--- src/sv/brf_pkg.sv ---
`timescale 1ns / 1ps
// -----------------------------------------------------------------------------
// Base relocation fixup package
// Shared types, codes and constants for the relocation fixup block.
// -----------------------------------------------------------------------------
package brf_pkg;

  localparam int unsigned WORD_W     = 32;
  localparam int unsigned HALF_W     = 16;
  localparam int unsigned ENTRY_W    = 16;
  localparam int unsigned OFFSET_W   = 12;
  localparam int unsigned TYPE_W     = ENTRY_W - OFFSET_W;
  localparam int unsigned CFG_IDX_W  = 2;

  localparam logic [OFFSET_W-1:0] OFFSET_MASK = 12'hFFF;
  localparam logic [WORD_W-1:0]   ROUND_HALF  = 32'h0000_8000;
  localparam logic [HALF_W-1:0]   HALF_MASK   = 16'hFFFF;

  // Byte counts used by the bounds check.
  localparam logic [WORD_W:0] NEED_HALF = 33'd2;
  localparam logic [WORD_W:0] NEED_WORD = 33'd4;

  typedef enum logic [CFG_IDX_W-1:0] {
    REG_LOAD_DELTA = 2'd0,
    REG_IMAGE_SIZE = 2'd1
  } brf_reg_idx_t;

  typedef enum logic [TYPE_W-1:0] {
    ET_PAD      = 4'd0,
    ET_HIGH     = 4'd1,
    ET_LOW      = 4'd2,
    ET_WORD     = 4'd3,
    ET_HIGH_ADJ = 4'd4
  } brf_entry_type_t;

  typedef enum logic [1:0] {
    WK_NONE = 2'd0,
    WK_HALF = 2'd1,
    WK_WORD = 2'd2
  } brf_kind_t;

  typedef enum logic [2:0] {
    ST_APPLIED   = 3'd0,
    ST_SKIPPED   = 3'd1,
    ST_OUT_BOUND = 3'd2,
    ST_UNKNOWN   = 3'd3,
    ST_ADJ_PEND  = 3'd4,
    ST_ADJ_DROP  = 3'd5
  } brf_status_t;

  typedef struct packed {
    logic [WORD_W-1:0] load_delta;
    logic [WORD_W-1:0] image_size;
  } brf_cfg_t;

  typedef struct packed {
    logic [ENTRY_W-1:0] entry;
    logic [WORD_W-1:0]  page_rva;
    logic [WORD_W-1:0]  target_value;
    logic               last_in_block;
  } brf_item_t;

  typedef struct packed {
    brf_kind_t         write_kind;
    logic [WORD_W-1:0] target_addr;
    logic [WORD_W-1:0] new_value;
    brf_status_t       status;
  } brf_result_t;

endpackage

--- src/sv/brf_if.sv ---
`timescale 1ns / 1ps
// -----------------------------------------------------------------------------
// Relocation fixup channel interfaces
// Valid/ready channels for entries, results and configuration writes.
// -----------------------------------------------------------------------------
interface brf_in_if;
  import brf_pkg::*;
  logic               valid;
  logic               ready;
  logic [ENTRY_W-1:0] entry;
  logic [WORD_W-1:0]  page_rva;
  logic [WORD_W-1:0]  target_value;
  logic               last_in_block;

  modport source (output valid, entry, page_rva, target_value, last_in_block,
                  input ready);
  modport sink   (input valid, entry, page_rva, target_value, last_in_block,
                  output ready);
endinterface

interface brf_out_if;
  import brf_pkg::*;
  logic              valid;
  logic              ready;
  logic [1:0]        write_kind;
  logic [WORD_W-1:0] target_addr;
  logic [WORD_W-1:0] new_value;
  logic [2:0]        status;

  modport source (output valid, write_kind, target_addr, new_value, status,
                  input ready);
  modport sink   (input valid, write_kind, target_addr, new_value, status,
                  output ready);
endinterface

interface brf_cfg_if;
  import brf_pkg::*;
  logic                 valid;
  logic                 ready;
  logic [CFG_IDX_W-1:0] index;
  logic [WORD_W-1:0]    data;

  modport source (output valid, index, data, input ready);
  modport sink   (input valid, index, data, output ready);
endinterface

--- src/sv/brf_cfg_regs.sv ---
`timescale 1ns / 1ps
// -----------------------------------------------------------------------------
// Relocation fixup configuration registers
// Holds the relocation delta and the image size bound.
// -----------------------------------------------------------------------------
module brf_cfg_regs (
  input  logic               clk,
  input  logic               rst_n,
  brf_cfg_if.sink            cfg_chan,
  output brf_pkg::brf_cfg_t  cfg
);
  import brf_pkg::*;

  brf_cfg_t cfg_r;
  brf_cfg_t cfg_nxt;
  logic     wr_en;

  assign cfg_chan.ready = 1'b1;
  assign wr_en          = cfg_chan.valid && cfg_chan.ready;

  always_comb begin
    cfg_nxt = cfg_r;
    if (wr_en) begin
      unique case (cfg_chan.index)
        REG_LOAD_DELTA: cfg_nxt.load_delta = cfg_chan.data;
        REG_IMAGE_SIZE: cfg_nxt.image_size = cfg_chan.data;
        default:        cfg_nxt = cfg_r;
      endcase
    end
  end

  always_ff @(posedge clk) begin
    if (!rst_n) begin
      cfg_r <= '0;
    end else begin
      cfg_r <= cfg_nxt;
    end
  end

  assign cfg = cfg_r;
endmodule

--- src/sv/brf_fixup.sv ---
`timescale 1ns / 1ps
// -----------------------------------------------------------------------------
// Relocation fixup datapath
// Decodes one entry, patches the target and keeps the pending high-adjust.
// -----------------------------------------------------------------------------
module brf_fixup (
  input  logic                 clk,
  input  logic                 rst_n,
  input  brf_pkg::brf_cfg_t    cfg,
  input  brf_pkg::brf_item_t   item,
  input  logic                 advance,
  output brf_pkg::brf_result_t result
);
  import brf_pkg::*;

  logic              adj_pend_r, adj_pend_nxt;
  logic [WORD_W-1:0] adj_addr_r, adj_addr_nxt;
  logic [HALF_W-1:0] adj_high_r, adj_high_nxt;
  logic              adj_inb_r, adj_inb_nxt;

  brf_entry_type_t   ent_type;
  logic [WORD_W-1:0] addr;
  logic              fits_half;
  logic              fits_word;
  logic              delta_zero;
  logic [WORD_W-1:0] adj_sum;
  logic [WORD_W-1:0] adj_round;
  logic [HALF_W-1:0] half_hi_sum;
  logic [HALF_W-1:0] half_lo_sum;

  assign ent_type   = brf_entry_type_t'(item.entry[ENTRY_W-1:OFFSET_W]);
  assign addr       = item.page_rva
                    + {{(WORD_W-OFFSET_W){1'b0}}, item.entry[OFFSET_W-1:0] & OFFSET_MASK};
  assign fits_half  = ({1'b0, addr} + NEED_HALF) <= {1'b0, cfg.image_size};
  assign fits_word  = ({1'b0, addr} + NEED_WORD) <= {1'b0, cfg.image_size};
  assign delta_zero = (cfg.load_delta == '0);

  // The held high half and the addend entry form a full word before the delta is added.
  assign adj_sum     = {adj_high_r, {HALF_W{1'b0}}} + {{(WORD_W-ENTRY_W){1'b0}}, item.entry}
                     + cfg.load_delta;
  assign adj_round   = adj_sum + ROUND_HALF;
  assign half_hi_sum = (item.target_value[HALF_W-1:0] + cfg.load_delta[WORD_W-1:HALF_W])
                     & HALF_MASK;
  assign half_lo_sum = (item.target_value[HALF_W-1:0] + cfg.load_delta[HALF_W-1:0])
                     & HALF_MASK;

  always_comb begin
    result.write_kind  = WK_NONE;
    result.target_addr = addr;
    result.new_value   = '0;
    result.status      = ST_SKIPPED;
    if (adj_pend_r) begin
      result.target_addr = adj_addr_r;
      if (delta_zero) begin
        result.status = ST_SKIPPED;
      end else if (!adj_inb_r) begin
        result.status = ST_OUT_BOUND;
      end else begin
        result.write_kind = WK_HALF;
        result.new_value  = {{HALF_W{1'b0}}, adj_round[WORD_W-1:HALF_W]};
        result.status     = ST_APPLIED;
      end
    end else if (!delta_zero) begin
      unique case (ent_type)
        ET_PAD: result.status = ST_SKIPPED;
        ET_HIGH: begin
          if (fits_half) begin
            result.write_kind = WK_HALF;
            result.new_value  = {{HALF_W{1'b0}}, half_hi_sum};
            result.status     = ST_APPLIED;
          end else begin
            result.status = ST_OUT_BOUND;
          end
        end
        ET_LOW: begin
          if (fits_half) begin
            result.write_kind = WK_HALF;
            result.new_value  = {{HALF_W{1'b0}}, half_lo_sum};
            result.status     = ST_APPLIED;
          end else begin
            result.status = ST_OUT_BOUND;
          end
        end
        ET_WORD: begin
          if (fits_word) begin
            result.write_kind = WK_WORD;
            result.new_value  = item.target_value + cfg.load_delta;
            result.status     = ST_APPLIED;
          end else begin
            result.status = ST_OUT_BOUND;
          end
        end
        ET_HIGH_ADJ: result.status = item.last_in_block ? ST_ADJ_DROP : ST_ADJ_PEND;
        default:     result.status = ST_UNKNOWN;
      endcase
    end
  end

  always_comb begin
    adj_pend_nxt = adj_pend_r;
    adj_addr_nxt = adj_addr_r;
    adj_high_nxt = adj_high_r;
    adj_inb_nxt  = adj_inb_r;
    if (advance) begin
      if (adj_pend_r) begin
        adj_pend_nxt = 1'b0;
      end else if (!delta_zero && (ent_type == ET_HIGH_ADJ) && !item.last_in_block) begin
        adj_pend_nxt = 1'b1;
        adj_addr_nxt = addr;
        adj_high_nxt = item.target_value[HALF_W-1:0];
        adj_inb_nxt  = fits_half;
      end
    end
  end

  always_ff @(posedge clk) begin
    if (!rst_n) begin
      adj_pend_r <= 1'b0;
    end else begin
      adj_pend_r <= adj_pend_nxt;
    end
  end

  always_ff @(posedge clk) begin
    adj_addr_r <= adj_addr_nxt;
    adj_high_r <= adj_high_nxt;
    adj_inb_r  <= adj_inb_nxt;
  end
endmodule

--- src/sv/base_relocation_fixup.sv ---
`timescale 1ns / 1ps
// -----------------------------------------------------------------------------
// Base relocation fixup
// Patches one base relocation entry per beat and reports the write to make.
// Path: an entry beat taken on the input is registered in the entry register,
// then in the result register, which offers its result beat on the output.
// Throughput: one entry per cycle while the output channel is not stalled.
// Reset: rst_n (synchronous, active low) empties both stages, drops any held
// high-adjust and clears the delta and image size registers to zero.
// -----------------------------------------------------------------------------
module base_relocation_fixup (
  input  logic       clk,
  input  logic       rst_n,
  brf_in_if.sink     in_chan,
  brf_out_if.source  out_chan,
  brf_cfg_if.sink    cfg_chan
);
  import brf_pkg::*;

  // The block is a two-register pipe. The entry register captures each input
  // beat. The fixup datapath works on that register and, together with the
  // held high-adjust, produces one result. The result register then offers it
  // on the output channel. The entry register moves on whenever the result
  // register is empty or is being drained in the same cycle. While a result
  // waits on a stalled output, a full entry register holds its beat and the
  // input is not ready until the output drains.

  brf_cfg_t    cfg;
  brf_item_t   ent_r, ent_nxt;
  logic        ent_vld_r, ent_vld_nxt;
  brf_result_t res_r, res_nxt;
  brf_result_t fix_res;
  logic        res_vld_r, res_vld_nxt;
  logic        in_take;
  logic        advance;

  brf_cfg_regs u_cfg (
    .clk      (clk),
    .rst_n    (rst_n),
    .cfg_chan (cfg_chan),
    .cfg      (cfg)
  );

  // The held high-adjust state updates only when an entry leaves the entry
  // register, so entries are consumed strictly in arrival order.
  brf_fixup u_fixup (
    .clk     (clk),
    .rst_n   (rst_n),
    .cfg     (cfg),
    .item    (ent_r),
    .advance (advance),
    .result  (fix_res)
  );

  assign advance       = ent_vld_r && (!res_vld_r || out_chan.ready);
  assign in_chan.ready = !ent_vld_r || advance;
  assign in_take       = in_chan.valid && in_chan.ready;

  always_comb begin
    ent_nxt     = ent_r;
    ent_vld_nxt = ent_vld_r;
    if (in_take) begin
      ent_nxt.entry         = in_chan.entry;
      ent_nxt.page_rva      = in_chan.page_rva;
      ent_nxt.target_value  = in_chan.target_value;
      ent_nxt.last_in_block = in_chan.last_in_block;
      ent_vld_nxt           = 1'b1;
    end else if (advance) begin
      ent_vld_nxt = 1'b0;
    end
  end

  always_comb begin
    res_nxt     = res_r;
    res_vld_nxt = res_vld_r;
    if (advance) begin
      res_nxt     = fix_res;
      res_vld_nxt = 1'b1;
    end else if (out_chan.ready) begin
      res_vld_nxt = 1'b0;
    end
  end

  always_ff @(posedge clk) begin
    if (!rst_n) begin
      ent_vld_r <= 1'b0;
      res_vld_r <= 1'b0;
    end else begin
      ent_vld_r <= ent_vld_nxt;
      res_vld_r <= res_vld_nxt;
    end
  end

  always_ff @(posedge clk) begin
    ent_r <= ent_nxt;
    res_r <= res_nxt;
  end

  assign out_chan.valid       = res_vld_r;
  assign out_chan.write_kind  = res_r.write_kind;
  assign out_chan.target_addr = res_r.target_addr;
  assign out_chan.new_value   = res_r.new_value;
  assign out_chan.status      = res_r.status;
endmodule

--- src/flat_wrapper.sv ---
// flat-port wrapper written by rule: the top's interface ports become plain ports
module base_relocation_fixup_flat import brf_pkg::*;
  (clk, rst_n, in_chan_valid, in_chan_entry, in_chan_page_rva, in_chan_target_value, in_chan_last_in_block, in_chan_ready, out_chan_valid, out_chan_write_kind, out_chan_target_addr, out_chan_new_value, out_chan_status, out_chan_ready, cfg_chan_valid, cfg_chan_index, cfg_chan_data, cfg_chan_ready);
  brf_in_if in_chan_i ();
  brf_out_if out_chan_i ();
  brf_cfg_if cfg_chan_i ();
  input  logic clk;
  input  logic rst_n;
  input wire logic [$bits(in_chan_i.valid)-1:0] in_chan_valid;
  input wire logic [$bits(in_chan_i.entry)-1:0] in_chan_entry;
  input wire logic [$bits(in_chan_i.page_rva)-1:0] in_chan_page_rva;
  input wire logic [$bits(in_chan_i.target_value)-1:0] in_chan_target_value;
  input wire logic [$bits(in_chan_i.last_in_block)-1:0] in_chan_last_in_block;
  output wire logic [$bits(in_chan_i.ready)-1:0] in_chan_ready;
  output wire logic [$bits(out_chan_i.valid)-1:0] out_chan_valid;
  output wire logic [$bits(out_chan_i.write_kind)-1:0] out_chan_write_kind;
  output wire logic [$bits(out_chan_i.target_addr)-1:0] out_chan_target_addr;
  output wire logic [$bits(out_chan_i.new_value)-1:0] out_chan_new_value;
  output wire logic [$bits(out_chan_i.status)-1:0] out_chan_status;
  input wire logic [$bits(out_chan_i.ready)-1:0] out_chan_ready;
  input wire logic [$bits(cfg_chan_i.valid)-1:0] cfg_chan_valid;
  input wire logic [$bits(cfg_chan_i.index)-1:0] cfg_chan_index;
  input wire logic [$bits(cfg_chan_i.data)-1:0] cfg_chan_data;
  output wire logic [$bits(cfg_chan_i.ready)-1:0] cfg_chan_ready;
  assign in_chan_i.valid = in_chan_valid;
  assign in_chan_i.entry = in_chan_entry;
  assign in_chan_i.page_rva = in_chan_page_rva;
  assign in_chan_i.target_value = in_chan_target_value;
  assign in_chan_i.last_in_block = in_chan_last_in_block;
  assign in_chan_ready = in_chan_i.ready;
  assign out_chan_valid = out_chan_i.valid;
  assign out_chan_write_kind = out_chan_i.write_kind;
  assign out_chan_target_addr = out_chan_i.target_addr;
  assign out_chan_new_value = out_chan_i.new_value;
  assign out_chan_status = out_chan_i.status;
  assign out_chan_i.ready = out_chan_ready;
  assign cfg_chan_i.valid = cfg_chan_valid;
  assign cfg_chan_i.index = cfg_chan_index;
  assign cfg_chan_i.data = cfg_chan_data;
  assign cfg_chan_ready = cfg_chan_i.ready;
  base_relocation_fixup u_core (.clk(clk), .rst_n(rst_n), .in_chan(in_chan_i), .out_chan(out_chan_i), .cfg_chan(cfg_chan_i));
endmodule
--- config.mk ---
export PLATFORM = sky130hd
export DESIGN_NAME = base_relocation_fixup_flat
export DESIGN_NICKNAME = d
export VERILOG_FILES = /design/src/sv/brf_pkg.sv /design/src/sv/brf_if.sv /design/src/sv/brf_cfg_regs.sv /design/src/sv/brf_fixup.sv /design/src/sv/base_relocation_fixup.sv /design/src/flat_wrapper.sv
export SDC_FILE = /design/constraint.sdc
export NUM_CORES = 1
export LEC_CHECK = 0
export BUFFER_PORTS_ARGS = -buffer_cell sky130_fd_sc_hd__buf_2
export CAP_MARGIN = 10
export CORE_ASPECT_RATIO = 1.2
export CORE_MARGIN = 4
export CORE_UTILIZATION = 50
export DETAILED_ROUTE_END_ITERATION = 6
export PLACE_DENSITY_LB_ADDON = 0.12
export SYNTH_ARGS = -nofsm -noshare
export SYNTH_HDL_FRONTEND = slang
export SYNTH_SLANG_ARGS = --single-unit
export TNS_END_PERCENT = 30
--- constraint.sdc ---
create_clock -name clk -period 14.4 [get_ports clk]
set_input_delay 2.88 -clock clk [delete_from_list [all_inputs] [get_ports clk]]
set_output_delay 2.88 -clock clk [all_outputs]
set_load 0.01 [all_outputs]
==> run metrics <==
min cycle time layout=6710 ps; Critical Path Most Common Cell=ha_1; Post-synth top flop=edfxtp_1; Comb power frac=18.0%; largest net degree at the start of global routing=82; final setup violation count=0; Detailed Place HPWL=35200 um; Avg Inst Size Synth=10.4 um2; cell taking the most area after synthesis=edfxtp_1; Slew headroom=23.4%; leakage power=7.77 nW; final cycle utilization of the critical path=46.6%; Via Count=13000; CP Launch Point=u_core.ent_r[65]$_DFFE_PP_; met2 Use GR=42.5%; hold buffer count at CTS=0; layout net count=2111; Multi-input gate area=9070 um2; internal power=1.47 mW; CTS Buffer Depth=3; CTS Buf Count=29; Clock Skews=14.2 ps; fraction of layout cells with a size suffix above 1=16.4%; fin. max-slew vios=0; I/O pins=192; clock sink count=266; register area share after synthesis=43.4%; Syn. warnings=0; Setup crit end kind=register; worst hold start=u_core.u_cfg.cfg[13]$_SDFFE_PN0P_; setup repair after global routing missed its margin=false; Vias per Instance=5.70; WP data arrival=7140 ps; peak supply drop=87.5 uV; met1 GRT Util=29.5%; outcome=complete, no violations; Syn Nets=1931; Worst setup SP type=register; CP Max Fanout=16; CTS tree=built; DRC=0; Die H=209 um; ys async rst share=0%; Mapped Cells=1626; Die Wd=176 um; routed wire length=45500 um; Sw Ratio=27.0%; gr busiest metal=met2; Netlist cell types=85; Root Driver=clkbuf_16; CP cell instances=ha_1 -> fa_1 -> xor2_1 -> ha_1 -> inv_1 -> nor3_1 -> nand4_2 -> nor4_4 -> nand3_1 -> nand2b_1 -> nor3b_1 -> nand3_1 -> xnor2_1 -> ha_1 -> a21o_1 -> a21o_1 -> a21oi_1 -> o21ai_0 -> a211oi_1 -> nor2_1 -> o221ai_1 -> o211a_1 -> o21a_1 -> a221o_1; Initial Util=50.7%; gr usage total=24.4%; hold crit path type=register to register; fmax=0.149 GHz; initial antenna violation count=0; Yosys top cell area share=35.5%; dpl cell area=18200 um2; drt first pass iters=5; Setup TNS=0 ps; Clk Latency, worst-skew pair=560 ps; Post-CTS Resized=0; Post-CTS Setup Bufs=0; synthesized area=16900 um2; Initial DRC Count=746; Final Hold Vio Count=0; Layout area overhead=13.9%; Worst Tran Pin Value=1150 ps; H-tree Lvls=1; #FFs+latches synth=266; Worst R2R Start=u_core.ent_r[65]$_DFFE_PP_; count leader, synth=nand2_1; die area=36700 um2; Req. time, crit path=14830 ps; Post-synth EDFFs=199; slowest CP cell=o211a_1; FP Rows=73; clock share of power=37.7%; vias in the first global route=13200; post-route ant nets=0; Seq. cell area=7320 um2; Fillers=2967; Commonest cells post-synth=nand2_1, edfxtp_1, ha_1, nor2_1, xnor2_1; critical path type=register to register; first-pass GRT wire length=71000 um; synth top area cells=edfxtp_1, ha_1, dfxtp_1, nand2_1, xnor2_1; Diodes inserted=0; Final Instance Area=19200 um2; CORE AREA=33200 um2; Pwr Density=105 nW/um2; wire per inst=20.0 um; GP Congestion=0.953; CTS clock-pin slew for the worst setup and hold paths=70 ps; Reg power frac=44.3%; delay of the slowest critical-path stage=650 ps; Sw Pwr=543 uW; max-cap viol count=0; I/O Buffers=190; met3 usage in global routing=2.93%; total grt overflow=0
==> stage by stage <==
stage	worst slack, ps	std cells	utilization (%)	hold slack (ps)	power (mW)
CTS	7770	2278	57.7	475	2.03
global placement	7930	2225	54.8	456	1.26
detailed placement	7800	2225	54.8	466	1.26
finish	7690	2278	57.7	471	2.01
floorplan	7110	1626	-	443	1.15
global route	7100	2278	57.7	488	2.10
==> state kept, by name, indices dropped and copies added, names as in the netlist <==
| signal | flops |
|---|---|
| u_core.u_fixup.adj_high_r | 16 |
| u_core.u_fixup.adj_inb_r | 1 |
| u_core.out_chan.valid | 1 |
| u_core.out_chan.target_addr | 32 |
| u_core.out_chan.status | 3 |
| u_core.u_cfg.cfg | 64 |
| u_core.out_chan.new_value | 32 |
| u_core.u_fixup.adj_pend_r | 1 |
| u_core.u_fixup.adj_addr_r | 32 |
| u_core.out_chan.write_kind | 2 |
| u_core.ent_vld_r | 1 |
| u_core.ent_r | 81 |
==> power groups by stage <==
stage	combinational (mW)	clock, mW	sequential, mW
2_1_floorplan	0.249	0	0.901
3_3_place_gp	0.354	0	0.905
3_5_place_dp	0.359	0	0.906
4_1_cts	0.362	0.777	0.890
5_1_grt	0.405	0.804	0.893
6_report	0.361	0.758	0.890
==> final cells by class <==
cell class	count	area share, %
Clock buffer	40	4.32
Clock inverter	13	0.717
Inverter	78	1.53
Multi-Input combinational cell	1236	47.2
Sequential cell	266	38.1
Tap cell	450	2.93
Timing Repair Buffer	195	5.15
==> layer usage <==
layer / part of all wire, % / up-vias / wire length [um]
li1: - / 6362 / -
met1: 41 / 6130 / 18700
met2: 49 / 360 / 22200
met3: 4.6 / 127 / 2080
met4: 5.6 / 0 / 2560
met5: 0 / - / 0
==> critical path, delay by kind of cell, from the launching register on <==
kind                       cells  cell delay [ps]
xor gates and xnor gates       2              700
AOI/OAI and AO/OA              9             2070
adders and majority gates      4             1300
DFF                            1              390
buffers and inverters          1               70
and+or+nand+nor                8             2020
==> cell families after synthesis <==
kind of cell / count (synthesis) / synth area share (%)
AOI/OAI and AO/OA: 391 / 16.5
adders and majority gates: 185 / 13.9
muxes: 26 / 1.73
buffers and inverters: 124 / 2.85
xor gates and xnor gates: 138 / 7.44
other: 1 / 0.0223
and+or+nand+nor: 495 / 14.1
DFF: 266 / 43.4
==> placed cells by master (no fill, tap or decap), types with 7 or more instances in the layout <==
master	instances
nand2_1	211
edfxtp_1	199
buf_2	190
ha_1	182
nor2_1	90
xnor2_1	89
inv_1	74
a21o_1	74
a21boi_0	66
dfxtp_1	66
a21oi_1	63
o21ai_0	53
xor2_1	43
nand4_1	34
clkbuf_16	31
nand3_1	28
mux2_2	25
nor3_1	20
and3_1	18
nor4_1	15
nor2b_1	14
o211ai_1	13
a31oi_1	13
o21a_1	12
nand2b_1	11
a211oi_1	11
o221ai_1	11
or2_2	9
and2_1	8
a211o_1	7
clkbuf_1	7
==> path summary, 6_finish.rpt <==
| path | end | slack, ps | cells after the start |
|---|---|---|---|
| max | u_core.out_chan.new_value[15]$_DFFE_PP_ | 7690 | 24 |
| min | u_core.u_cfg.cfg[13]$_SDFFE_PN0P_ | 470 | 2 |
| max reg2reg | u_core.out_chan.new_value[15]$_DFFE_PP_ | 7690 | 24 |
| min reg2reg | u_core.u_cfg.cfg[13]$_SDFFE_PN0P_ | 470 | 2 |
No activity file was read; power rests on OpenSTA's default activity.
